$ cat config.mk
export PLATFORM = sky130hd
export DESIGN_NAME = bounded_list_insert_delete_core
export DESIGN_NICKNAME = d
export VERILOG_FILES = /design/src/bli_pkg.sv /design/src/bli_addr_unit.sv /design/src/bounded_list_insert_delete_core.sv
export SDC_FILE = /design/constraint.sdc
export NUM_CORES = 1
export LEC_CHECK = 0
export BUFFER_PORTS_ARGS = -buffer_cell sky130_fd_sc_hd__buf_4
export CAP_MARGIN = 20
export CORE_AREA = 2 2 259 261
export CTS_CLUSTER_SIZE = 8
export DETAILED_ROUTE_END_ITERATION = 8
export DIE_AREA = 0 0 261 263
export MAX_ROUTING_LAYER = met4
export PLACE_DENSITY = 0.82
export SLEW_MARGIN = 30
export SYNTH_ARGS = -nofsm -noshare
export SYNTH_HDL_FRONTEND = slang
export SYNTH_SLANG_ARGS = --single-unit
$ cat constraint.sdc
create_clock -name clk -period 14.6 [get_ports clk]
set_input_delay 2.19 -clock clk [delete_from_list [all_inputs] [get_ports clk]]
set_output_delay 2.19 -clock clk [all_outputs]
set_load 0.01 [all_outputs]
$ cat src/bli_pkg.sv
// Shared types and constants for the bounded list core.
// Used by the top level; no dependencies.
package bli_pkg;

	localparam int VALUE_W = 32;
	localparam int POS_W   = 8;
	localparam int OP_W    = 2;

	// Command codes carried on the input tuser.
	typedef enum logic [OP_W-1:0] {
		OP_FRONT  = 2'd0,
		OP_BACK   = 2'd1,
		OP_DELETE = 2'd2,
		OP_KEEP   = 2'd3
	} op_t;

	// Sequencer states.
	typedef enum logic [2:0] {
		ST_IDLE,
		ST_SHIFT_RD,
		ST_SHIFT_WR,
		ST_DUMP_RD,
		ST_DUMP_OUT
	} state_t;

endpackage

$ cat src/bli_addr_unit.sv
// Circular address unit: base plus offset, wrapped at the list capacity.
// Shared by every access of the sequencer; no dependencies.
module bli_addr_unit #(
	parameter int CAPACITY = 32,
	parameter int AW       = $clog2(CAPACITY)
) (
	input  logic [AW-1:0] base,
	input  logic [AW-1:0] offset,
	output logic [AW-1:0] addr
);

	localparam logic [AW:0] CAP_EXT = (AW+1)'(CAPACITY);

	logic [AW:0] sum;
	logic [AW:0] wrapped;

	// Add, then fold back once; both operands stay below the capacity.
	always_comb begin
		sum = {1'b0, base} + {1'b0, offset};
		if (sum >= CAP_EXT) begin
			wrapped = sum - CAP_EXT;
		end else begin
			wrapped = sum;
		end
		addr = wrapped[AW-1:0];
	end

endmodule

$ cat src/bounded_list_insert_delete_core.sv
// Bounded ordered list core: insert front/back, delete by index, dump per command.
// Depends on bli_pkg and bli_addr_unit.
//
// The list lives in a circular buffer of CAPACITY entries addressed from a head
// pointer, so front and back inserts and a delete of the front entry move no
// entries; they only write the new entry or move the head. A delete further in
// shifts the tail down one entry at a time through the single memory port pair,
// reading each moved entry and writing it one slot lower, then closes the list.
// The dump then reads each entry and presents it, holding each beat until the
// sink takes it; it covers the list as it stands after the command, and sends a
// single beat for an empty list.
// The input is not ready until the last beat of the dump has been taken.
// Entries are not cleared at reset; only entries below the count are read.
module bounded_list_insert_delete_core
	import bli_pkg::*;
#(
	parameter int CAPACITY = 32
) (
	input  logic        clk,
	input  logic        arst_n,
	input  logic        s_tvalid,
	output logic        s_tready,
	input  logic [39:0] s_tdata,   // value [31:0], position [39:32]
	input  logic [1:0]  s_tuser,   // op [1:0]
	output logic        m_tvalid,
	input  logic        m_tready,
	output logic [31:0] m_tdata,   // element [31:0]
	output logic        m_tlast,
	output logic [1:0]  m_tuser    // empty_res [0], dropped [1]
);

	localparam int AW = $clog2(CAPACITY);
	localparam int CW = $clog2(CAPACITY + 1);
	localparam logic [CW-1:0] CAP_CNT = CW'(CAPACITY);
	localparam logic [AW-1:0] CAP_M1  = AW'(CAPACITY - 1);

	// Storage and registered read.
	logic [VALUE_W-1:0] mem [CAPACITY];
	logic [VALUE_W-1:0] rd_q;

	state_t state_q, state_d;
	logic [AW-1:0] head_q, head_d;
	logic [CW-1:0] count_q, count_d;
	logic [CW-1:0] idx_q, idx_d;
	logic [CW-1:0] idx_p1;
	logic last_q, last_d;
	logic empty_q, empty_d;
	logic drop_q, drop_d;

	logic               mem_we;
	logic [AW-1:0]      mem_waddr;
	logic [VALUE_W-1:0] mem_wdata;
	logic               mem_re;
	logic [AW-1:0]      mem_raddr;

	logic [AW-1:0] unit_off;
	logic [AW-1:0] unit_addr;

	op_t              in_op;
	logic [VALUE_W-1:0] in_value;
	logic [POS_W-1:0]   in_pos;
	logic               full;

	assign in_op    = op_t'(s_tuser);
	assign in_value = s_tdata[VALUE_W-1:0];
	assign in_pos   = s_tdata[VALUE_W +: POS_W];
	assign full     = (count_q == CAP_CNT);
	assign idx_p1   = idx_q + CW'(1);

	bli_addr_unit #(
		.CAPACITY(CAPACITY),
		.AW      (AW)
	) u_addr (
		.base  (head_q),
		.offset(unit_off),
		.addr  (unit_addr)
	);

	// Sequencer: next state, address unit operand and memory controls.
	always_comb begin
		state_d   = state_q;
		head_d    = head_q;
		count_d   = count_q;
		idx_d     = idx_q;
		last_d    = last_q;
		empty_d   = empty_q;
		drop_d    = drop_q;
		mem_we    = 1'b0;
		mem_waddr = unit_addr;
		mem_wdata = in_value;
		mem_re    = 1'b0;
		mem_raddr = unit_addr;
		unit_off  = idx_q[AW-1:0];
		s_tready  = 1'b0;
		m_tvalid  = 1'b0;
		case (state_q)
			ST_IDLE: begin
				s_tready = 1'b1;
				case (in_op)
					OP_FRONT: unit_off = CAP_M1;
					OP_BACK:  unit_off = count_q[AW-1:0];
					OP_DELETE: unit_off = AW'(1);
					default:  unit_off = '0;
				endcase
				if (s_tvalid) begin
					idx_d   = '0;
					drop_d  = 1'b0;
					state_d = ST_DUMP_RD;
					case (in_op)
						OP_FRONT: begin
							if (full) begin
								drop_d = 1'b1;
							end else begin
								mem_we  = 1'b1;
								head_d  = unit_addr;
								count_d = count_q + CW'(1);
							end
						end
						OP_BACK: begin
							if (full) begin
								drop_d = 1'b1;
							end else begin
								mem_we  = 1'b1;
								count_d = count_q + CW'(1);
							end
						end
						OP_DELETE: begin
							if (in_pos < POS_W'(count_q)) begin
								if (in_pos == '0) begin
									head_d  = unit_addr;
									count_d = count_q - CW'(1);
								end else begin
									idx_d   = CW'(in_pos);
									state_d = ST_SHIFT_RD;
								end
							end
						end
						default: begin
						end
					endcase
				end
			end
			ST_SHIFT_RD: begin
				// Fetch the entry above the hole, or close the list.
				unit_off = idx_p1[AW-1:0];
				if (idx_p1 >= count_q) begin
					count_d = count_q - CW'(1);
					idx_d   = '0;
					state_d = ST_DUMP_RD;
				end else begin
					mem_re  = 1'b1;
					state_d = ST_SHIFT_WR;
				end
			end
			ST_SHIFT_WR: begin
				// Move it down one slot.
				unit_off  = idx_q[AW-1:0];
				mem_we    = 1'b1;
				mem_wdata = rd_q;
				idx_d     = idx_p1;
				state_d   = ST_SHIFT_RD;
			end
			ST_DUMP_RD: begin
				unit_off = idx_q[AW-1:0];
				empty_d  = (count_q == '0);
				last_d   = (count_q == '0) || (idx_p1 == count_q);
				mem_re   = (count_q != '0);
				state_d  = ST_DUMP_OUT;
			end
			ST_DUMP_OUT: begin
				m_tvalid = 1'b1;
				if (m_tready) begin
					if (last_q) begin
						state_d = ST_IDLE;
					end else begin
						idx_d   = idx_p1;
						state_d = ST_DUMP_RD;
					end
				end
			end
			default: begin
				state_d = ST_IDLE;
			end
		endcase
	end

	// Control registers.
	always_ff @(posedge clk or negedge arst_n) begin
		if (!arst_n) begin
			state_q <= ST_IDLE;
			head_q  <= '0;
			count_q <= '0;
			idx_q   <= '0;
		end else begin
			state_q <= state_d;
			head_q  <= head_d;
			count_q <= count_d;
			idx_q   <= idx_d;
		end
	end

	// Beat flags travel with the payload.
	always_ff @(posedge clk) begin
		last_q  <= last_d;
		empty_q <= empty_d;
		drop_q  <= drop_d;
	end

	// Memory write and registered read.
	always_ff @(posedge clk) begin
		if (mem_we) begin
			mem[mem_waddr] <= mem_wdata;
		end
	end

	always_ff @(posedge clk) begin
		if (mem_re) begin
			rd_q <= mem[mem_raddr];
		end
	end

	// Output beat.
	assign m_tdata = empty_q ? '0 : rd_q;
	assign m_tlast = last_q;
	assign m_tuser = {drop_q, empty_q};

	// Checks.
	a_count_bound: assert property (@(posedge clk) disable iff (!arst_n)
		count_q <= CAP_CNT)
		else $error("list count above capacity");

	a_no_overlap: assert property (@(posedge clk) disable iff (!arst_n)
		!(s_tready && m_tvalid))
		else $error("input ready while a beat is pending");

	a_empty_last: assert property (@(posedge clk) disable iff (!arst_n)
		(m_tvalid && empty_q) |-> (m_tlast && count_q == '0))
		else $error("empty beat not alone or list not empty");

	a_last_idle: assert property (@(posedge clk) disable iff (!arst_n)
		(m_tvalid && m_tready && m_tlast) |=> s_tready)
		else $error("not idle after final beat");

	a_accept_dump: assert property (@(posedge clk) disable iff (!arst_n)
		(s_tvalid && s_tready) |=> !s_tready)
		else $error("accepted command produced no dump");

endmodule
* Word level (Yosys, flattened, before mapping)
Memories as Yosys holds them, arrays and structs flattened. A register that Yosys moved wholly into a read port is not among the register bits. Cells that the tools add are included.
Storage, ports and cells: register bits after elaboration 23, memory bits (writable) 1024, bits of input ports 46, memories kept 1
Operators by class: add/subtract/negate cells 5, $lt $le $gt $ge 3, eq/ne operators 19, multiplexer cells 43, reduce and logical (&&, ||, !) cells 15
Memories:
- mem | depth 32, bits a word 32, rd ports 1, clocked after Yosys merged registers in 1, write ports 1, RTL line bounded_list_insert_delete_core.sv:38 | logic [VALUE_W-1:0] mem [CAPACITY];
Operators by type and width (count):
- $mux 6 | 12
- $mux 32 | 2
- $pmux 6 s2 | 2
- $pmux 6 s4 | 1
- $mux 5 | 4
- $pmux 5 s2 | 2
- $pmux 3 s5 | 1
- $pmux 5 s3 | 1
- $ne 2x2->1 const B | 7
- $add 6x1->6 const B | 2
- $mux 1 | 10
- $ne 3x3->1 const B | 3
- $logic_not 8->1 | 1
- $lt 8x6->1 | 1
- $mux 2 | 4
- $reduce_and 7->1 | 1
- $add 5x5->6 | 1
- $eq 3x2->1 const B | 2
- $eq 6x6->1 | 1
- $eq 6x6->1 const B | 1
- $ge 6x6->1 | 1
- $ge 6x6->1 const B | 1
- $logic_not 6->1 | 1
- $mux 3 | 2
- 18 further kinds | 21

* Longest topological paths before layout
Gate-level depths: netlist of the first run.
depth after elaboration 9, gate-level depth with buffers 16, depth with buffers taken out 13

* Cells and area by module
Synthesis of the first run repeated with hierarchy kept, for this count alone.
Second synthesis, totals: cells, all modules 1902, area, all modules 41782.6 um2
By module, submodules not included:
- bounded_list_insert_delete_core | instances 1, cells each 1883, area each 41623.7 um2, seq. area each 32301.0 um2
- bli_addr_unit | instances 1, cells each 19, area each 158.9 um2, seq. area each 0.0 um2

* Worst setup path before layout of the first run
Ideal clock, no wire load.
path type input to register, start input port s_tuser[1], end memory mem[17][0] (enable), library setup time 0.502 ns, arrival time 7.494 ns, required time 14.098 ns, slack 6.604 ns, stages on the path 10, buffers on the path 3, cells stage by stage nor4_2 a22oi_1 a21oi_1 inv_1 fa_1 clkbuf_1 clkbuf_1 buf_1 nand3_1 nor4_1
On the way: longest elaborated chain between the ends 7
RTL lines:
- start, declared | RTL line bounded_list_insert_delete_core.sv:24 | input logic [1:0] s_tuser,
- branches (longest 7 deep; another with $add 5x5->6)
- end, declared | RTL line bounded_list_insert_delete_core.sv:38
Parallel ways; which one is timed is not known.

* Worst setup path in the final report of the first run
start input port s_tuser[1], end memory mem[8][12] (enable)
Same word-level chain as after synthesis.

==> results by group, run 1 <==
Timing
  – Crit path time final: 7.17 ns
  – Max Freq: 139 MHz
  – Crit share post-route: 0.491
  – Worst-Margin Slew: 0.998 ns
  – RSZ-0062 raised after global routing: false
  – Setup-failing EPs final: 0
  – Total Negative Setup Slacks: 0 ns
  – Slew Limit Fails: 0
  – Clk_skew: 0.0234 ns
  – Relative slew slack: 0.335
  – Final Hold Vio Count: 0

Synth
  – Syn nets: 1882
  – Synth top cells by count: edfxtp_1 (1059), mux4_2 (320), mux2_2 (67), clkbuf_1 (47), nor2b_1 (35)
  – Avg Cell Area, Syn: 23.4 sq um
  – Seq/Total Area, Yosys: 0.762
  – Largest cells by area after synthesis: edfxtp_1 (75%), mux4_2 (17%), mux2_2 (1.8%)
  – Cells after Synth: 1816
  – Yosys warns: 0
  – Most frequent cell after synthesis: edfxtp_1
  – Netlist cell types: 56
  – Post-synth EDFFs: 1059
  – Area leader, netlist: edfxtp_1
  – Area share of the largest cell type after synthesis: 0.750
  – Mapped Area: 42400 sq um
  – FF+latch count, synth: 1079
  – Most used DFF post-synth: edfxtp_1
  – Synth async-reset ratio: 0.0185

Floorplan
  – Die extent in x: 261 microns
  – Starting Density: 0.646
  – DIE HEIGHT: 263 microns
  – Die Footprint: 68600 sq um
  – # IOs: 83
  – Core box area: 65600 sq um
  – Row cnt: 94

GRT
  – Number of global-route vias before repair: 22400
  – First-pass GRT wire length: 163000 microns
  – Total track usage: 0.354
  – Initial antenna violation count: 4
  – Pin count of the biggest net entering global routing: 113
  – GR Overflow Total: 0

Placed design
  – Port-buffer cells: 82
  – Routability cong.: 0.875
  – Post-detail-place hpwl: 52800 microns

Critical path
  – CP Depth: 10
  – Cell family with most CP delay: simple AND/OR/NAND/NOR gates
  – CP Capture Type: flip-flop
  – Worst Path Buf+Inv: 4
  – CP startpoint: s_tuser[1]
  – CP startpoint kind: input port
  – Slowest CP cell: fa_4
  – CP max stage delay: 1.41 ns
  – R2R cell count: 9
  – Cell Chain, Critical Path: buf_4, nor4_2, a22oi_1, a21oi_1, inv_1, fa_4, buf_6, nand3b_1, nor3_4, buf_4
  – Cell repeated most along the worst path: buf_4
  – Worst Path Arrival: 7.51 ns
  – Crit path kind: input port to flip-flop
  – Crit path max fanout: 74
  – Worst EP required: 14.94 ns
  – Crit Reg-Reg Startpoint: state_q[0]

Clock tree
  – CTS Root Cell: clkbuf_16
  – # Post-CTS Setup Buffers: 0
  – Reg clk slew, reported paths: 0.05 ns
  – TritonCTS buffer count: 152
  – Sink Count: 1079
  – Clock insertion delay at the later pin of the skew report: 0.73 ns
  – CTS H-tree depth: 4
  – Number of gates resized after CTS: 0
  – TritonCTS clock tree: done
  – Clock tree buffer depth: 3
  – Hold buffer count at CTS: 0

Routing
  – Final wirelength: 114000 microns
  – Detail Route Antenna Nets: 0
  – Pre-antenna DRT Iters: 6
  – DR vias: 21500
  – Wire per inst: 38.9 microns
  – DRC violations left: 0
  – Initial DRC count: 3228
  – Drt via density: 7.37

Finish
  – Net count, final: 2092
  – Filler Cells Inserted: 3263
  – Share of layout cells above drive strength 1: 0.369
  – Synth-to-Final Area Change: 14.7%

Status
  – Status: finished, final reports clean

Min path
  – Hold_sp: count_q[5]
  – Worst Hold Depth: 1
  – Worst min-delay path class: flip-flop to flip-flop

Flow run
  – Max_cap viols: 0
==> metal layers <==
layer  up-vias  wire [microns]  track usage
met3       337           12800       0.0825
met4         0            5280        0.156
met1     11300           37900        0.448
met2      1773           57700        0.555
met5         -               0            -
li1       8121               -            -
==> cell usage in the layout, fill, tap and decap left out, types with 3 or more instances in the layout <==
master,n
o21ai_0,10
nor2_1,10
nand3_1,9
nor4_1,3
nor4_2,6
nand2b_1,9
a22oi_1,3
a31o_2,3
inv_1,18
nor3_2,20
diode_2,3
and4_1,3
clkbuf_16,157
buf_12,5
clkbuf_1,13
inv_6,7
edfxtp_1,1059
nor3_4,7
nor3_1,6
dfrtp_1,20
a21oi_1,13
ha_1,18
buf_6,3
nand2_1,19
nand3b_1,3
xnor2_1,8
a221oi_1,4
buf_4,142
mux2_2,67
nor2b_1,35
a21o_1,5
mux4_2,320
==> kinds of logic (layout without fill, tap and decap cells) <==
group	after synthesis	in the layout	synth area share
fa+ha+maj	20	20	0.00608
mux	390	390	0.188
xor+xnor	14	14	0.00307
compound gates	57	57	0.00950
other cells	0	3	0
simple gates	141	141	0.0184
flops	1079	1079	0.762
buf+inv	115	350	0.0130
==> flip-flops by register name, summed over array words and instances, names as in the netlist <==
| signal | cells |
|---|---|
| count_q | 6 |
| idx_q | 6 |
| drop_q | 1 |
| rd_q | 32 |
| head_q | 5 |
| mem | 1024 |
| m_tlast | 1 |
| empty_q | 1 |
| state_q | 3 |
==> worst paths after layout <==
path                       slack [ns]          to
setup / recovery                 7.43  mem[8][12]
hold / removal                   0.50  count_q[5]
setup reg to reg                 8.17  mem[8][12]
hold reg to reg                  0.50  count_q[5]
max in group asynchronous       13.03    idx_q[4]
min in group asynchronous        1.34  count_q[5]
==> area by class of cell <==
class | count | area (sq um) | area share
sequential | 1079 | 32300 | 0.664
multi-input combinational | 622 | 9870 | 0.203
clock buffer | 170 | 3980 | 0.0817
timing repair buffer | 153 | 1260 | 0.0259
tap | 864 | 1080 | 0.0222
clock inverter | 9 | 93.8 | 0.00193
inverter | 18 | 67.6 | 0.00139
antenna | 3 | 7.51 | 0.000154
==> per-stage QoR <==
stage	setup WS, ns	instances	util	hold WS (ns)	instance area, sq um
3_5_place_dp	6.75	2731	0.677	0.498	44500
3_3_place_gp	6.47	2730	0.677	0.484	44400
2_1_floorplan	6.60	1816	-	0.459	42400
4_1_cts	7.32	2910	0.739	0.506	48500
6_report	7.43	2918	0.741	0.504	48700
5_1_grt	7.20	2917	0.741	0.533	48700
Power of run 1 is not shown: default switching activity piles up to over one toggle a cycle in this logic, so the estimate is an artifact.
==> run 2, diff against run 1 <==
Settings changed: CORE_AREA 2 2 259 261 to 2 2 265 267, DIE_AREA 0 0 261 263 to 0 0 267 269, PLACE_DENSITY 0.82 to 0.78.
Clock period 14.6 ns to 7.1 ns, I/O delays scaled along.
==> run 2 against run 1 <==
Against the previous run:
- sequential share of layout area down 0.21 points
- final cell count increased by 2.8%
- flip-flop and latch count is the same
- critical endpoint is now mem[23][13]
- largest cell class unchanged
- highest routed layer unchanged
==> results by group, run 2 (synthesis results as in run 1) <==
Floorplan
  – Die Footprint: 71800 sq um (+4.6%)
  – Starting Density: 0.612 (-0.0342)
  – Die extent in x: 267 microns (+2.3%)
  – Row cnt: 97 (+3.2%)
  – DIE HEIGHT: 269 microns (+2.3%)
  – # IOs: 83 (unchanged)
  – Core box area: 69300 sq um (+5.6%)

GRT
  – Pin count of the biggest net entering global routing: 125 (+11%)
  – GR Overflow Total: 0 (unchanged)
  – Initial antenna violation count: 3 (-1)
  – Number of global-route vias before repair: 22200 (-1.2%)
  – Total track usage: 0.338 (-0.0159)
  – First-pass GRT wire length: 161000 microns (-0.99%)

Finish
  – Net count, final: 2101 (+0.43%)
  – Top Registers: mem x1024, rd_q x32
  – Fin cells: 3000 (+2.8%)
  – Share of layout cells above drive strength 1: 0.370 (+0.00135)
  – Max reg flops: 1024 (unchanged)
  – Commonest non-fill, non-tap cell in the layout: edfxtp_1
  – Post-route cell area: 48800 sq um (+0.31%)
  – Footprint of the multi-input gates: 9810 sq um (-0.56%)
  – Most frequent cells in the layout: edfxtp_1 (1059), mux4_2 (320), clkbuf_16 (157), buf_4 (151), mux2_2 (67)
  – Filler Cells Inserted: 3775 (+16%)
  – Register area: 32300 sq um (unchanged)
  – Reg with most FFs: mem
  – Synth-to-Final Area Change: 15.1%

Routing
  – Initial DRC count: 3368 (+4.3%)
  – Wire per inst: 37.7 microns (-3.3%)
  – DR vias: 21600 (+0.26%)
  – Detail Route Antenna Nets: 0 (unchanged)
  – Pre-antenna DRT Iters: 6 (unchanged)
  – Final wirelength: 113000 microns (-0.60%)
  – Drt via density: 7.18 (-2.5%)
  – DRC violations left: 0 (unchanged)

Clock tree
  – Clock insertion delay at the later pin of the skew report: 0.75 ns (+0.02 ns)
  – # Post-CTS Setup Buffers: 0 (unchanged)
  – TritonCTS clock tree: done
  – Reg clk slew, reported paths: 0.05 ns (about the same)
  – Hold buffer count at CTS: 0 (unchanged)
  – Clock tree buffer depth: 3 (unchanged)
  – Sink Count: 1079 (unchanged)
  – CTS H-tree depth: 4 (unchanged)
  – CTS Root Cell: clkbuf_16
  – Number of gates resized after CTS: 0 (unchanged)
  – TritonCTS buffer count: 152 (unchanged)

Timing
  – Setup ws final: 1.48 ns (-5.95 ns)
  – Crit share post-route: 0.792
  – RSZ-0062 raised after global routing: false
  – Crit path time final: 5.62 ns
  – Clk_skew: 0.0261 ns (+0.00270 ns)
  – Slew Limit Fails: 0 (unchanged)
  – Setup-failing EPs final: 0 (unchanged)
  – Worst-Margin Slew: 0.991 ns (-0.00716 ns)
  – Max Freq: 178 MHz
  – Total Negative Setup Slacks: 0 ns (unchanged)
  – Relative slew slack: 0.336 (+0.00118)
  – Final Hold Vio Count: 0 (unchanged)

Critical path
  – CP Capture Type: flip-flop
  – CP startpoint: state_q[0]
  – Crit path max fanout: 39 (-47%)
  – Crit Reg-Reg Startpoint: state_q[0]
  – Worst EP required: 7.52 ns (-7.42 ns)
  – R2R cell count: 9 (unchanged)
  – Crit path kind: flip-flop to flip-flop
  – Worst Path Arrival: 6.04 ns (-1.47 ns)
  – CP startpoint kind: flip-flop

Status
  – Status: finished, final reports clean

Placed design
  – Routability cong.: 0.862 (-1.4%)
  – Port-buffer cells: 82 (unchanged)
  – Area after DPL: 44700 sq um (+0.59%)
  – Post-detail-place hpwl: 55100 microns (+4.3%)
  – Pre-CTS setup slack: 1.57 ns (-5.18 ns)
  – Inst Count DP: 2821 (+3.3%)

Flow run
  – Max_cap viols: 0 (unchanged)

Min path
  – Worst min-delay path class: input port to asynchronous set/reset pin
-- run 2: path summary, 6_finish.rpt --
kind / endpoint / slack (ns)
min in group clk: count_q[4] / 0.50
worst max-delay path: mem[23][13] / 1.48
worst max register to register: mem[23][13] / 1.48
max in group asynchronous: state_q[0] / 6.66
worst min register to register: count_q[4] / 0.50
worst min-delay path: head_q[3] / 0.20
-- run 2: area by class of cell --
type,count,area share
antenna,3,0.000154
clock buffer,169,0.0814
clock inverter,7,0.00208
inverter,18,0.00138
multi-input combinational,622,0.201
sequential,1079,0.662
tap,940,0.0241
timing repair buffer,162,0.0280
-- run 2: layer usage --
layer	part of all wire	wire length (microns)	global-route usage	up-vias
met5	0	0	-	-
met4	0.042	4790	0.138	0
met3	0.12	13600	0.0728	357
met2	0.50	56300	0.527	1793
met1	0.34	38200	0.442	11300
li1	-	-	-	8145
-- run 2: worst max-delay path: stages (launching register included) --
cell     delay [ns]
dfrtp_1        0.74
nor4_2         0.53
a22oi_1        0.12
a21oi_1        0.27
inv_1          0.10
fa_4           0.94
nor4_1         0.80
nand2_1        0.48
nor3_2         0.93
buf_12         0.30
-- run 2: through the flow --
step,utilization,hold slack [ns]
after floorplan,-,0.459
after global placement,0.645,0.484
after detailed placement,0.645,0.491
after CTS,0.704,0.179
after global routing,0.704,0.208
final,0.704,0.200
Power of run 2 is left out for the same reason.
